[config.mk]
export PLATFORM = sky130hd
export DESIGN_NAME = braille_keypad_event_queue_unit_flat
export DESIGN_NICKNAME = d
export VERILOG_FILES = /design/src/hw/rtl/kbq_pkg.sv /design/src/hw/rtl/kbq_if.sv /design/src/hw/rtl/kbq_ram.sv /design/src/hw/rtl/kbq_decode.sv /design/src/hw/rtl/braille_keypad_event_queue_unit.sv /design/src/flat_wrapper.sv
export SDC_FILE = /design/constraint.sdc
export NUM_CORES = 1
export LEC_CHECK = 0
export ABC_AREA = 1
export BUFFER_PORTS_ARGS = -buffer_cell sky130_fd_sc_hd__buf_2
export CAP_MARGIN = 0
export CORE_AREA = 2 2 139 141
export CTS_BUF_LIST = sky130_fd_sc_hd__clkbuf_16
export DETAILED_ROUTE_END_ITERATION = 16
export DIE_AREA = 0 0 141 143
export GPL_TIMING_DRIVEN = 1
export PLACE_DENSITY = 0.88
export SLEW_MARGIN = 15
export SYNTH_ARGS = -nofsm -noshare
export SYNTH_HDL_FRONTEND = slang
export SYNTH_SLANG_ARGS = --single-unit
[constraint.sdc]
create_clock -name i_clk -period 2.65 [get_ports i_clk]
set_input_delay 0.3975 -clock i_clk [delete_from_list [all_inputs] [get_ports i_clk]]
set_output_delay 0.3975 -clock i_clk [all_outputs]
set_load 0.02 [all_outputs]
[src/hw/rtl/kbq_pkg.sv]
// Shared types and constants of the braille keypad event queue.
package kbq_pkg;

    // Report status codes carried by a read request.
    localparam logic [1:0] REP_TERR  = 2'd0;
    localparam logic [1:0] REP_SHORT = 2'd1;
    localparam logic [1:0] REP_FULL  = 2'd2;

    // Result status codes.
    localparam logic [1:0] RSP_NONE  = 2'd0;
    localparam logic [1:0] RSP_EVENT = 2'd1;
    localparam logic [1:0] RSP_TERR  = 2'd2;

    // Event kinds.
    localparam logic [1:0] KIND_CHORD  = 2'd0;
    localparam logic [1:0] KIND_CMD    = 2'd1;
    localparam logic [1:0] KIND_CURSOR = 2'd2;

    localparam logic [7:0] DISPLAY_CELLS_RESET = 8'd44;
    localparam int CMD_IDX_W = 3;

    // One queued event as it sits in the event store.
    typedef struct packed {
        logic [1:0] kind;
        logic [7:0] value;
    } t_event;

    // Events that one decoded report still has to push, in push order.
    typedef struct packed {
        logic       chord_pend;
        logic [7:0] chord_val;
        logic [7:0] cmd_mask;
        logic       cur_pend;
        logic [7:0] cur_val;
    } t_push_set;

endpackage

[src/hw/rtl/kbq_if.sv]
// Valid/ready channel interfaces for read requests and results.
interface kbq_req_if;
    logic       valid;
    logic       ready;
    logic [1:0] report_status;
    logic [7:0] chord_byte;
    logic [7:0] function_byte;
    logic [7:0] cursor_byte;

    modport source (output valid, report_status, chord_byte, function_byte, cursor_byte,
                    input ready);
    modport sink (input valid, report_status, chord_byte, function_byte, cursor_byte,
                  output ready);
endinterface

interface kbq_rsp_if;
    logic       valid;
    logic       ready;
    logic [1:0] result_status;
    logic [1:0] event_kind;
    logic [7:0] event_value;
    logic       report_consumed;

    modport source (output valid, result_status, event_kind, event_value, report_consumed,
                    input ready);
    modport sink (input valid, result_status, event_kind, event_value, report_consumed,
                  output ready);
endinterface

[src/hw/rtl/kbq_ram.sv]
// Event store: one write port and one read port with registered read data.
module kbq_ram #(
    parameter int DEPTH = 16,
    parameter int AW    = 4
) (
    input  logic            i_clk,
    input  logic            i_wr_en,
    input  logic [AW-1:0]   i_wr_addr,
    input  kbq_pkg::t_event i_wr_data,
    input  logic            i_rd_en,
    input  logic [AW-1:0]   i_rd_addr,
    output kbq_pkg::t_event o_rd_data
);
    import kbq_pkg::*;

    t_event r_mem [DEPTH];
    t_event r_rd_data;

    always_ff @(posedge i_clk) begin
        if (i_wr_en) begin
            r_mem[i_wr_addr] <= i_wr_data;
        end
        if (i_rd_en) begin
            r_rd_data <= r_mem[i_rd_addr];
        end
    end

    assign o_rd_data = r_rd_data;

endmodule

[src/hw/rtl/kbq_decode.sv]
// Key report decoder: holds the previous key state and lists the events to push.
module kbq_decode (
    input  logic               i_clk,
    input  logic               i_rst_n,
    input  logic               i_strobe,
    input  logic [7:0]         i_chord,
    input  logic [7:0]         i_func,
    input  logic [7:0]         i_cursor,
    input  logic [7:0]         i_display_cells,
    output kbq_pkg::t_push_set o_set
);
    import kbq_pkg::*;

    logic [7:0] r_latched_chord;
    logic [7:0] r_prev_func;
    logic [7:0] r_prev_cursor;
    logic [7:0] n_latched_chord;
    logic       chord_push;

    always_comb begin
        n_latched_chord = r_latched_chord;
        chord_push      = 1'b0;
        if (i_chord != r_latched_chord) begin
            if (r_latched_chord == 8'd0) begin
                n_latched_chord = i_chord;
            end else if (i_chord == 8'd0) begin
                // Full release queues the chord that was held.
                chord_push      = 1'b1;
                n_latched_chord = 8'd0;
            end else if (((r_latched_chord ^ i_chord) & i_chord) != 8'd0) begin
                n_latched_chord = i_chord;
            end
        end
    end

    always_comb begin
        o_set.chord_pend = chord_push;
        o_set.chord_val  = r_latched_chord;
        o_set.cmd_mask   = i_func & ~r_prev_func;
        o_set.cur_pend   = (i_cursor != r_prev_cursor) && (i_cursor != 8'd0)
                           && (i_cursor <= i_display_cells);
        o_set.cur_val    = i_cursor - 8'd1;
    end

    always_ff @(posedge i_clk) begin
        if (!i_rst_n) begin
            r_latched_chord <= 8'd0;
            r_prev_func     <= 8'd0;
            r_prev_cursor   <= 8'd0;
        end else if (i_strobe) begin
            r_latched_chord <= n_latched_chord;
            r_prev_func     <= i_func;
            r_prev_cursor   <= i_cursor;
        end
    end

endmodule

[src/hw/rtl/braille_keypad_event_queue_unit.sv]
// A request that meets a non-empty queue pops the head: the store read is registered and
// the result register loads in S_DATA. A decoded report first queues its N events (0 to 10),
// one store write per cycle in S_PUSH, then pops the head if any; other requests on an
// empty queue go straight to S_DATA. Requests are taken only in S_IDLE, after the result loads.
// Reset (synchronous, active low) empties the queue, clears the key state and sets
// display_cells to 44; store contents are not cleared and need no clearing pass.
module braille_keypad_event_queue_unit #(
    parameter int QUEUE_DEPTH = 16
) (
    input  logic       i_clk,
    input  logic       i_rst_n,
    input  logic       i_cfg_we,
    input  logic [7:0] i_cfg_wdata,
    kbq_req_if.sink    i_req,
    kbq_rsp_if.source  o_rsp
);
    import kbq_pkg::*;

    // Pointer width of the ring. The count never exceeds QUEUE_DEPTH-1, so it fits too.
    localparam int             PW      = $clog2(QUEUE_DEPTH);
    localparam logic [PW-1:0]  LAST    = PW'(QUEUE_DEPTH - 1);
    localparam logic [PW:0]    DEPTH_W = (PW + 1)'(QUEUE_DEPTH);

    typedef enum logic [1:0] {
        S_IDLE,
        S_PUSH,
        S_DATA
    } t_state;

    t_state     r_state;
    logic [7:0] r_display_cells;
    logic [PW-1:0] r_head;
    logic [PW-1:0] r_count;
    t_push_set  r_push;
    logic       r_pop;
    logic [1:0] r_status;
    logic       r_consumed;

    logic       r_out_valid;
    logic [1:0] r_out_status;
    logic [1:0] r_out_kind;
    logic [7:0] r_out_value;
    logic       r_out_consumed;

    logic       accept;
    logic       dec_strobe;
    t_push_set  dec_set;
    logic       have_push;
    logic [CMD_IDX_W-1:0] cmd_idx;
    logic [PW-1:0] head_nxt;
    logic [PW:0]   slot_sum;
    logic [PW-1:0] slot;
    logic       wr_en;
    t_event     wr_data;
    t_push_set  n_push;
    logic       rd_en;
    t_event     rd_data;
    logic       out_load;

    // Requests are taken only between items; a finished result may still sit in the
    // output register while the next request transfers.
    assign i_req.ready = (r_state == S_IDLE);
    assign accept      = i_req.valid && (r_state == S_IDLE);

    // The report is decoded only when the queue is empty and the report is complete.
    assign dec_strobe  = accept && (r_count == '0) && (i_req.report_status == REP_FULL);

    kbq_decode u_decode (
        .i_clk           (i_clk),
        .i_rst_n         (i_rst_n),
        .i_strobe        (dec_strobe),
        .i_chord         (i_req.chord_byte),
        .i_func          (i_req.function_byte),
        .i_cursor        (i_req.cursor_byte),
        .i_display_cells (r_display_cells),
        .o_set           (dec_set)
    );

    // Ring arithmetic: the head wraps at the last entry, and the tail slot is the head
    // plus the count, folded back once since the sum stays below twice the depth.
    assign head_nxt = (r_head == LAST) ? '0 : r_head + 1'b1;
    assign slot_sum = {1'b0, r_head} + {1'b0, r_count};
    assign slot     = (slot_sum >= DEPTH_W) ? PW'(slot_sum - DEPTH_W) : slot_sum[PW-1:0];

    // Command codes are pushed from the lowest rising bit upward.
    always_comb begin
        cmd_idx = '0;
        for (int i = 7; i >= 0; i--) begin
            if (r_push.cmd_mask[i]) begin
                cmd_idx = CMD_IDX_W'(i);
            end
        end
    end

    assign have_push = r_push.chord_pend || (r_push.cmd_mask != 8'd0) || r_push.cur_pend;

    // Select the next pending event in model order: chord, commands, then cursor.
    always_comb begin
        n_push  = r_push;
        wr_data = '0;
        if (r_push.chord_pend) begin
            wr_data.kind      = KIND_CHORD;
            wr_data.value     = r_push.chord_val;
            n_push.chord_pend = 1'b0;
        end else if (r_push.cmd_mask != 8'd0) begin
            wr_data.kind    = KIND_CMD;
            wr_data.value   = {5'd0, cmd_idx};
            n_push.cmd_mask = r_push.cmd_mask & (r_push.cmd_mask - 8'd1);
        end else begin
            wr_data.kind    = KIND_CURSOR;
            wr_data.value   = r_push.cur_val;
            n_push.cur_pend = 1'b0;
        end
    end

    assign wr_en = (r_state == S_PUSH) && have_push;

    // The head entry is read only in a cycle with no store write, so a pop never races
    // a push into the same entry.
    assign rd_en = (r_count != '0)
                   && ((accept) || ((r_state == S_PUSH) && !have_push));

    // The result register loads once the previous result has left or is leaving.
    assign out_load = (r_state == S_DATA) && (!r_out_valid || o_rsp.ready);

    kbq_ram #(
        .DEPTH (QUEUE_DEPTH),
        .AW    (PW)
    ) u_store (
        .i_clk     (i_clk),
        .i_wr_en   (wr_en),
        .i_wr_addr (slot),
        .i_wr_data (wr_data),
        .i_rd_en   (rd_en),
        .i_rd_addr (r_head),
        .o_rd_data (rd_data)
    );

    always_ff @(posedge i_clk) begin
        if (!i_rst_n) begin
            r_state         <= S_IDLE;
            r_display_cells <= DISPLAY_CELLS_RESET;
            r_head          <= '0;
            r_count         <= '0;
            r_push          <= '0;
            r_pop           <= 1'b0;
            r_out_valid     <= 1'b0;
        end else begin
            if (i_cfg_we) begin
                r_display_cells <= i_cfg_wdata;
            end
            if (out_load) begin
                r_out_valid <= 1'b1;
            end else if (r_out_valid && o_rsp.ready) begin
                r_out_valid <= 1'b0;
            end
            unique case (r_state)
                S_IDLE: begin
                    if (accept) begin
                        if (r_count != '0) begin
                            // Queue not empty: the report is ignored and the head pops.
                            r_consumed <= 1'b0;
                            r_status   <= RSP_NONE;
                            r_pop      <= 1'b1;
                            r_head     <= head_nxt;
                            r_count    <= r_count - 1'b1;
                            r_state    <= S_DATA;
                        end else if (i_req.report_status == REP_FULL) begin
                            r_consumed <= 1'b1;
                            r_status   <= RSP_NONE;
                            r_pop      <= 1'b0;
                            r_push     <= dec_set;
                            r_state    <= S_PUSH;
                        end else begin
                            r_consumed <= 1'b0;
                            r_pop      <= 1'b0;
                            r_status   <= (i_req.report_status == REP_TERR) ? RSP_TERR
                                                                             : RSP_NONE;
                            r_state    <= S_DATA;
                        end
                    end
                end
                S_PUSH: begin
                    if (have_push) begin
                        r_push <= n_push;
                        // A full ring drops its oldest entry on a push.
                        if (r_count == LAST) begin
                            r_head <= head_nxt;
                        end else begin
                            r_count <= r_count + 1'b1;
                        end
                    end else begin
                        if (r_count != '0) begin
                            r_pop   <= 1'b1;
                            r_head  <= head_nxt;
                            r_count <= r_count - 1'b1;
                        end
                        r_state <= S_DATA;
                    end
                end
                S_DATA: begin
                    if (out_load) begin
                        r_out_status   <= r_pop ? RSP_EVENT : r_status;
                        r_out_kind     <= r_pop ? rd_data.kind : 2'd0;
                        r_out_value    <= r_pop ? rd_data.value : 8'd0;
                        r_out_consumed <= r_consumed;
                        r_state        <= S_IDLE;
                    end
                end
                default: begin
                    r_state <= S_IDLE;
                end
            endcase
        end
    end

    assign o_rsp.valid           = r_out_valid;
    assign o_rsp.result_status   = r_out_status;
    assign o_rsp.event_kind      = r_out_kind;
    assign o_rsp.event_value     = r_out_value;
    assign o_rsp.report_consumed = r_out_consumed;

`ifndef SYNTHESIS
    // A request that meets a non-empty queue always pops and goes straight to the result.
    a_busy_pops: assert property (@(posedge i_clk) disable iff (!i_rst_n)
        (accept && (r_count != '0)) |=> (r_pop && (r_state == S_DATA)))
        else $error("request on a non-empty queue did not pop");

    // The store is never read and written in the same cycle.
    a_no_rw_overlap: assert property (@(posedge i_clk) disable iff (!i_rst_n)
        !(rd_en && wr_en))
        else $error("store read and write overlap");

    // A transport error result carries no event and no decoded report.
    a_terr_clean: assert property (@(posedge i_clk) disable iff (!i_rst_n)
        (r_out_valid && (r_out_status == RSP_TERR))
        |-> (!r_out_consumed && (r_out_value == 8'd0) && (r_out_kind == 2'd0)))
        else $error("transport error result carries data");
`endif

endmodule
[src/flat_wrapper.sv]
// flat-port wrapper written by rule: the top's interface ports become plain ports
module braille_keypad_event_queue_unit_flat import kbq_pkg::*;
#(
    parameter int QUEUE_DEPTH = 16
)
  (i_clk, i_rst_n, i_cfg_we, i_cfg_wdata, i_req_valid, i_req_report_status, i_req_chord_byte, i_req_function_byte, i_req_cursor_byte, i_req_ready, o_rsp_valid, o_rsp_result_status, o_rsp_event_kind, o_rsp_event_value, o_rsp_report_consumed, o_rsp_ready);
  kbq_req_if i_req_i ();
  kbq_rsp_if o_rsp_i ();
  input  logic i_clk;
  input  logic i_rst_n;
  input  logic i_cfg_we;
  input  logic [7:0] i_cfg_wdata;
  input wire logic [$bits(i_req_i.valid)-1:0] i_req_valid;
  input wire logic [$bits(i_req_i.report_status)-1:0] i_req_report_status;
  input wire logic [$bits(i_req_i.chord_byte)-1:0] i_req_chord_byte;
  input wire logic [$bits(i_req_i.function_byte)-1:0] i_req_function_byte;
  input wire logic [$bits(i_req_i.cursor_byte)-1:0] i_req_cursor_byte;
  output wire logic [$bits(i_req_i.ready)-1:0] i_req_ready;
  output wire logic [$bits(o_rsp_i.valid)-1:0] o_rsp_valid;
  output wire logic [$bits(o_rsp_i.result_status)-1:0] o_rsp_result_status;
  output wire logic [$bits(o_rsp_i.event_kind)-1:0] o_rsp_event_kind;
  output wire logic [$bits(o_rsp_i.event_value)-1:0] o_rsp_event_value;
  output wire logic [$bits(o_rsp_i.report_consumed)-1:0] o_rsp_report_consumed;
  input wire logic [$bits(o_rsp_i.ready)-1:0] o_rsp_ready;
  assign i_req_i.valid = i_req_valid;
  assign i_req_i.report_status = i_req_report_status;
  assign i_req_i.chord_byte = i_req_chord_byte;
  assign i_req_i.function_byte = i_req_function_byte;
  assign i_req_i.cursor_byte = i_req_cursor_byte;
  assign i_req_ready = i_req_i.ready;
  assign o_rsp_valid = o_rsp_i.valid;
  assign o_rsp_result_status = o_rsp_i.result_status;
  assign o_rsp_event_kind = o_rsp_i.event_kind;
  assign o_rsp_event_value = o_rsp_i.event_value;
  assign o_rsp_report_consumed = o_rsp_i.report_consumed;
  assign o_rsp_i.ready = o_rsp_ready;
  braille_keypad_event_queue_unit #(.QUEUE_DEPTH(QUEUE_DEPTH)) u_core (.i_clk(i_clk), .i_rst_n(i_rst_n), .i_cfg_we(i_cfg_we), .i_cfg_wdata(i_cfg_wdata), .i_req(i_req_i), .o_rsp(o_rsp_i));
endmodule
==> impl_metrics.toml, run 1 <==
[yosys]
syn_area_um2 = 11100
ys_seq_area_share_pct = 62.9
synth_cell_types = 43
syn-mean-instance-area_um2 = 10.4
synth_area_leaders = "edfxtp_1 50%, dfxtp_1 13%, o21ai_0 5.8%, nor2_1 5.3%, nand2_1 4.1%"
synth_edf_count = 185
synth_top_area_share_pct = 50.2
ys_ff_latch = 255
yosysWarnings = 0
synthCells = 1063
synthTopCellsByCount = "185 x edfxtp_1, 157 x nor2_1, 129 x o21ai_0, 121 x nand2_1, 78 x inv_1"
synth_nets = 1127
async_flop_share_pct = 0
synth_top_flop_cell = "edfxtp_1"
yosysTopAreaCell = "edfxtp_1"
post-synth-top-count-cell = "edfxtp_1"

[outcome]
status = "completed"

[timing]
finalWorstSetupSlack_ns = 0.107
maxSlewViolCount = 0
max_slew.worst_pin.slew_ns = 0.864
skew_ns = 0.0270
rsz0062_at_grt = "false"
fin_setup_tns_ns = 0
slew_headroom_pct = 42.2
period_minus_slack_ns = 2.54
finalCritPeriodShare_pct = 96.0
holdWs_ns = 0.0939
finalHoldViolCount = 0
fmax_mhz = 393
setup_viol = 0

[worst_setup_path]
end_kind = "flip-flop"
required_ns = 2.79
arrival_ns = 2.68
r2r_slack_ns = 0.11
path_class = "reg2reg"
path_max_fanout = 10
cp-start-kind = "flip-flop"

[clock_network]
worst_setup_hold_path_clk_slew_ns = 0.06
cts_hold_buf = 0
clk_latency_ns = 0.54
cts_sinks = 255
cts_root_buffer = "clkbuf_16"
cts_made_buffers = 26
cts_tree = "yes"
clockBufferDepth = 3
htreeDepth = 1

[floorplanning]
core_um2 = 18600
die-area_um2 = 20200
rows = 50
initial_utilization_pct = 59.5
die_h_um = 143
die_w_um = 141
io_pins = 54

[placement]
dp_worst_setup_slack_ns = 0.114
post_dp_cell_area_um2 = 11700
gp_congestion = 0.907
io_buffers = 53
dp_hpwl_um = 16800

[layout]
diodes = 0
fill_cells = 1275
stdcell_area_um2 = 12600
postLayoutCoreUtil_pct = 68.0
syn2layout_area_growth_pct = 14.3
fin_nets = 1198
layout-drive-gt1-share_pct = 14.3

[global_routing]
grt-ovfl-total = 0
grt_pass1_wl_um = 41500
grt_max_degree = 84
first_global_vias = 8108
track_usage_pct = 26.5
antenna_found_initial = 0

[routing]
vias = 8296
wl_per_cell_um = 19.0
first_iter_violations = 949
firstDrtPassIters = 5
drt_wl_total_um = 26300
via_per_inst = 5.98
drtAntennaViolNets = 0
drc = 0

[hold_path]
hp-class = "in2reg"

[pwr]
power.leakage_nw = 4.95
powerDensity_nw_per_um2 = 868
irDropWorstVdd_uv = 627

[flow_run]
max_cap_violations = 0
## state kept, by name, indices dropped and copies added, names as in the netlist, 10 cells and up
signal	cells
u_core.u_store.o_rd_data	10
u_core.r_push	10
u_core.u_store.r_mem	160
u_core.n_push	16
## stage by stage
step           std cells  total power (W)
2_1_floorplan       1063          0.00636
3_3_place_gp        1340          0.00704
3_5_place_dp        1340          0.00713
4_1_cts             1388           0.0109
5_1_grt             1388           0.0114
6_report            1388           0.0110
## per-layer routing
layer	part of all wire, %	up-vias	global-route usage [%]	wire length, um
met1	37	3924	33.2	9860
met5	0	-	0	0
met4	4.6	0	13.4	1200
met3	8.3	86	3.66	2190
met2	50	412	45.4	13100
li1	-	3874	-	-
## timing repair
item | in CTS | in global routing
endpoints found under the setup margin | 0 | 20
setup buffers | 0 | 0
resized for setup | 0 | 2
hold endpoints to repair | 0 | 0
## cells by family (layout without fill, tap and decap cells)
kind of cell	Yosys count	in the layout	synth area share (%)
and+or+nand+nor	375	375	14.9
buffers and inverters	130	221	4.63
adders and majority gates	25	25	2.90
xor gates and xnor gates	18	18	1.43
AOI/OAI and AO/OA	260	260	13.2
DFF	255	255	62.9
## cells in the final DEF, fill, tap and decap left out, types with 24 or more instances in the layout
| master | n |
|---|---|
| dfxtp_1 | 69 |
| buf_2 | 53 |
| o22ai_1 | 25 |
| nand2_1 | 121 |
| nand3_1 | 62 |
| o21ai_0 | 129 |
| buf_4 | 36 |
| edfxtp_1 | 185 |
| a21oi_1 | 64 |
| inv_1 | 82 |
| nor2_1 | 155 |
| ha_1 | 24 |
| clkbuf_16 | 26 |
## worst max-delay path: stages (launching register included)
cell and delay, ns:
dfxtp_1 0.38, ha_1 0.27, fa_1 0.61, nand3_1 0.18
nor2_1 0.71
## final timing paths
| check | startpoint | to | depth (start not counted) |
|---|---|---|---|
| hold / removal | i_cfg_wdata[3] | u_core.r_display_cells[3]$_SDFFE_PN1P_ | 3 |
| setup / recovery | u_core.r_count[0]$_SDFFE_PN0P_ | u_core.u_store.r_mem[15][3]$_DFFE_PP_ | 4 |
| hold reg to reg | u_core.r_consumed$_SDFFCE_PN0P_ | u_core.o_rsp.report_consumed$_DFFE_PP_ | 0 |
| setup reg to reg | u_core.r_count[0]$_SDFFE_PN0P_ | u_core.u_store.r_mem[15][3]$_DFFE_PP_ | 4 |
## where the power goes
part,switching (W),internal [W],leakage (nW),total (W)
combinational,0.00171,0.000727,2.15,0.00243
clock,0.00152,0.00229,0.453,0.00381
sequential,0.000115,0.00461,2.35,0.00473
total,0.00334,0.00763,4.95,0.0110
## final cells by class
cell class	instances	area, um2	share of cell area [%]
repair buffers	91	576	4.55
clock buffers	26	651	5.15
well taps	234	293	2.32
clock inverters	22	253	2.00
flip-flops and latches	255	6960	55.0
inverters	82	308	2.43
multi-input cells	678	3610	28.5
No activity file was read; power rests on OpenSTA's default activity.
==> run 2, diff against run 1 <==
CTS_BUF_LIST = unset   (was sky130_fd_sc_hd__clkbuf_16)
clock period = 2.5 ns   (was 2.65 ns; I/O delays follow)
==> impl_metrics.toml, run 2 (synthesis results as in run 1) <==
[outcome]
status = "finished, violations left"
violations = "negative setup slack"

[routing]
firstDrtPassIters = 6
wl_per_cell_um = 20.0
drt_wl_total_um = 27900
vias = 8571
drc = 0
drtAntennaViolNets = 0
via_per_inst = 6.15
first_iter_violations = 1091

[worst_setup_path]
cp_slowest_cell = "nor2_1"
arrival_ns = 2.67
path_cells = "ha_1 -> fa_1 -> xnor2_1 -> inv_1 -> nand2_1 -> nor2_1"
cp_num_buf_inv = 1
crit_start = "u_core.r_count[0]$_SDFFE_PN0P_"
r2r_start = "u_core.r_count[0]$_SDFFE_PN0P_"
path_class = "reg2reg"
max_stage_delay_ns = 0.70
worstRegToRegCells = 6
path_max_fanout = 10
cp.depth = 6
r2r_slack_ns = -0.04
cp_top_family = "simple AND/OR/NAND/NOR gates"
rr_endpoint = "u_core.u_store.r_mem[12][2]$_DFFE_PP_"
endpoint = "u_core.u_store.r_mem[12][2]$_DFFE_PP_"
end_kind = "flip-flop"
cp-start-kind = "flip-flop"
required_ns = 2.64

[clock_network]
clk_latency_ns = 0.54
worst_setup_hold_path_clk_slew_ns = 0.07
clockBufferDepth = 3
cts_root_buffer = "clkbuf_16"
cts_setup_buffers = 0
cts_sinks = 255
cts_tree = "yes"
htreeDepth = 1
cts_hold_buf = 0
cts_made_buffers = 26

[layout]
top_register = "u_core.u_store.r_mem"
multi_input_area_um2 = 3600
postLayoutCoreUtil_pct = 68.0
layout_common_cells = "185 x edfxtp_1, 157 x nor2_1, 129 x o21ai_0, 121 x nand2_1, 78 x inv_1"
largest_reg_flops = 160
layout-drive-gt1-share_pct = 14.7
syn2layout_area_growth_pct = 14.2
ff_latch_area_um2 = 6960
fill_cells = 1256
diodes = 0
fin_nets = 1204
final_common_cell = "edfxtp_1"

[global_routing]
antenna_found_initial = 0
first_global_vias = 8224
track_usage_pct = 27.8
grt-ovfl-total = 0
grt_max_degree = 84
grt_pass1_wl_um = 43400

[pwr]
clock_power_share_pct = 33.5
p_sw_w = 0.00358
powerDensity_nw_per_um2 = 904
irDropWorstVdd_uv = 536
combPwrFrac_pct = 22.5
swShare_pct = 31.4
internal_power_w = 0.00784
power.leakage_nw = 4.93
power.total_w = 0.0114
seq_power_share_pct = 44.0

[hold_path]
min_from = "i_cfg_wdata[2]"
hp-class = "in2reg"

[timing]
finalHoldViolCount = 0
setup_viol = 20
skew_ns = 0.0337
max_slew.worst_pin.slew_ns = 0.894
period_minus_slack_ns = 2.54
rsz0062_at_grt = "true"
maxSlewViolCount = 0
finalWorstSetupSlack_ns = -0.0365
slew_headroom_pct = 40.2
fmax_mhz = 394
finalCritPeriodShare_pct = 101

[floorplanning]
die-area_um2 = 20200
rows = 50
die_w_um = 141
core_um2 = 18600
initial_utilization_pct = 59.5
die_h_um = 143
io_pins = 54

[placement]
dp_hpwl_um = 17500
dp_worst_setup_slack_ns = 0.00864
io_buffers = 53
gp_congestion = 0.885

[flow_run]
max_cap_violations = 0
[run 2: changes by cell type in the layout (fill, tap and decap cells not counted), sizes merged]
cell      delta
buf          +5
inv          -5
clkinvlp     +4
bufinv       -3
clkbuf       +3
clkinv       +2
[run 2: metal layers]
metal | global-route usage (%) | up-vias | wire length, um
li1 | - | 3889 | -
met1 | 35.7 | 4004 | 10400
met2 | 47.0 | 561 | 13300
met3 | 4.46 | 117 | 2780
met4 | 12.6 | 0 | 1370
met5 | 0 | - | 0
[run 2: power groups by stage]
stage / Clock, W / Combinational [W] / Sequential [W]
after floorplan: 0 / 0.00167 / 0.00507
after global placement: 0 / 0.00233 / 0.00510
after detailed placement: 0 / 0.00243 / 0.00511
after CTS: 0.00383 / 0.00251 / 0.00502
after global routing: 0.00400 / 0.00279 / 0.00504
final: 0.00383 / 0.00257 / 0.00502
[run 2: worst min path at each step]
| stage | to | slack [ns] | cells past startpoint |
|---|---|---|---|
| finish | u_core.r_display_cells[2]$_SDFFE_PN1P_ | 0.05 | 3 |
| global route | u_core.r_display_cells[2]$_SDFFE_PN1P_ | 0.08 | 3 |
| CTS | u_core.r_display_cells[2]$_SDFFE_PN1P_ | 0.04 | 3 |
| detailed placement | u_core.o_rsp.report_consumed$_DFFE_PP_ | 0.42 | 0 |
| global placement | u_core.o_rsp.report_consumed$_DFFE_PP_ | 0.40 | 0 |
| floorplan | u_core.o_rsp.report_consumed$_DFFE_PP_ | 0.40 | 0 |
[run 2: what timing repair did]
item / in CTS / in global routing
pin swaps: 0 / 0
endpoints found under the setup margin: 23 / 22
gates resized for setup: 1 / 1
[run 2: final cells by class]
cell class                 instances  share of cell area, %
sequential                       255                   55.1
multi-input combinational        678                   28.5
clock buffer                      28                   5.38
timing repair buffer              97                   4.96
inverter                          82                   2.44
tap                              234                   2.32
clock inverter                    20                   1.35
[run 2: stage by stage]
stage	cells	instance area (um2)	setup TNS, ns	hold WS, ns
after CTS	1394	12600	-0.194	0.0442
after detailed placement	1346	11800	0	0.417
after floorplan	1063	11100	0	0.400
final	1394	12600	-0.326	0.0495
after global routing	1394	12600	-3.86	0.0818
after global placement	1346	11800	0	0.403
[run 2: worst register-to-register path, stage by stage (launching register included)]
cell	delay (ns)
dfxtp_1	0.36
ha_1	0.26
fa_1	0.45
xnor2_1	0.17
inv_1	0.08
nand2_1	0.11
nor2_1	0.70
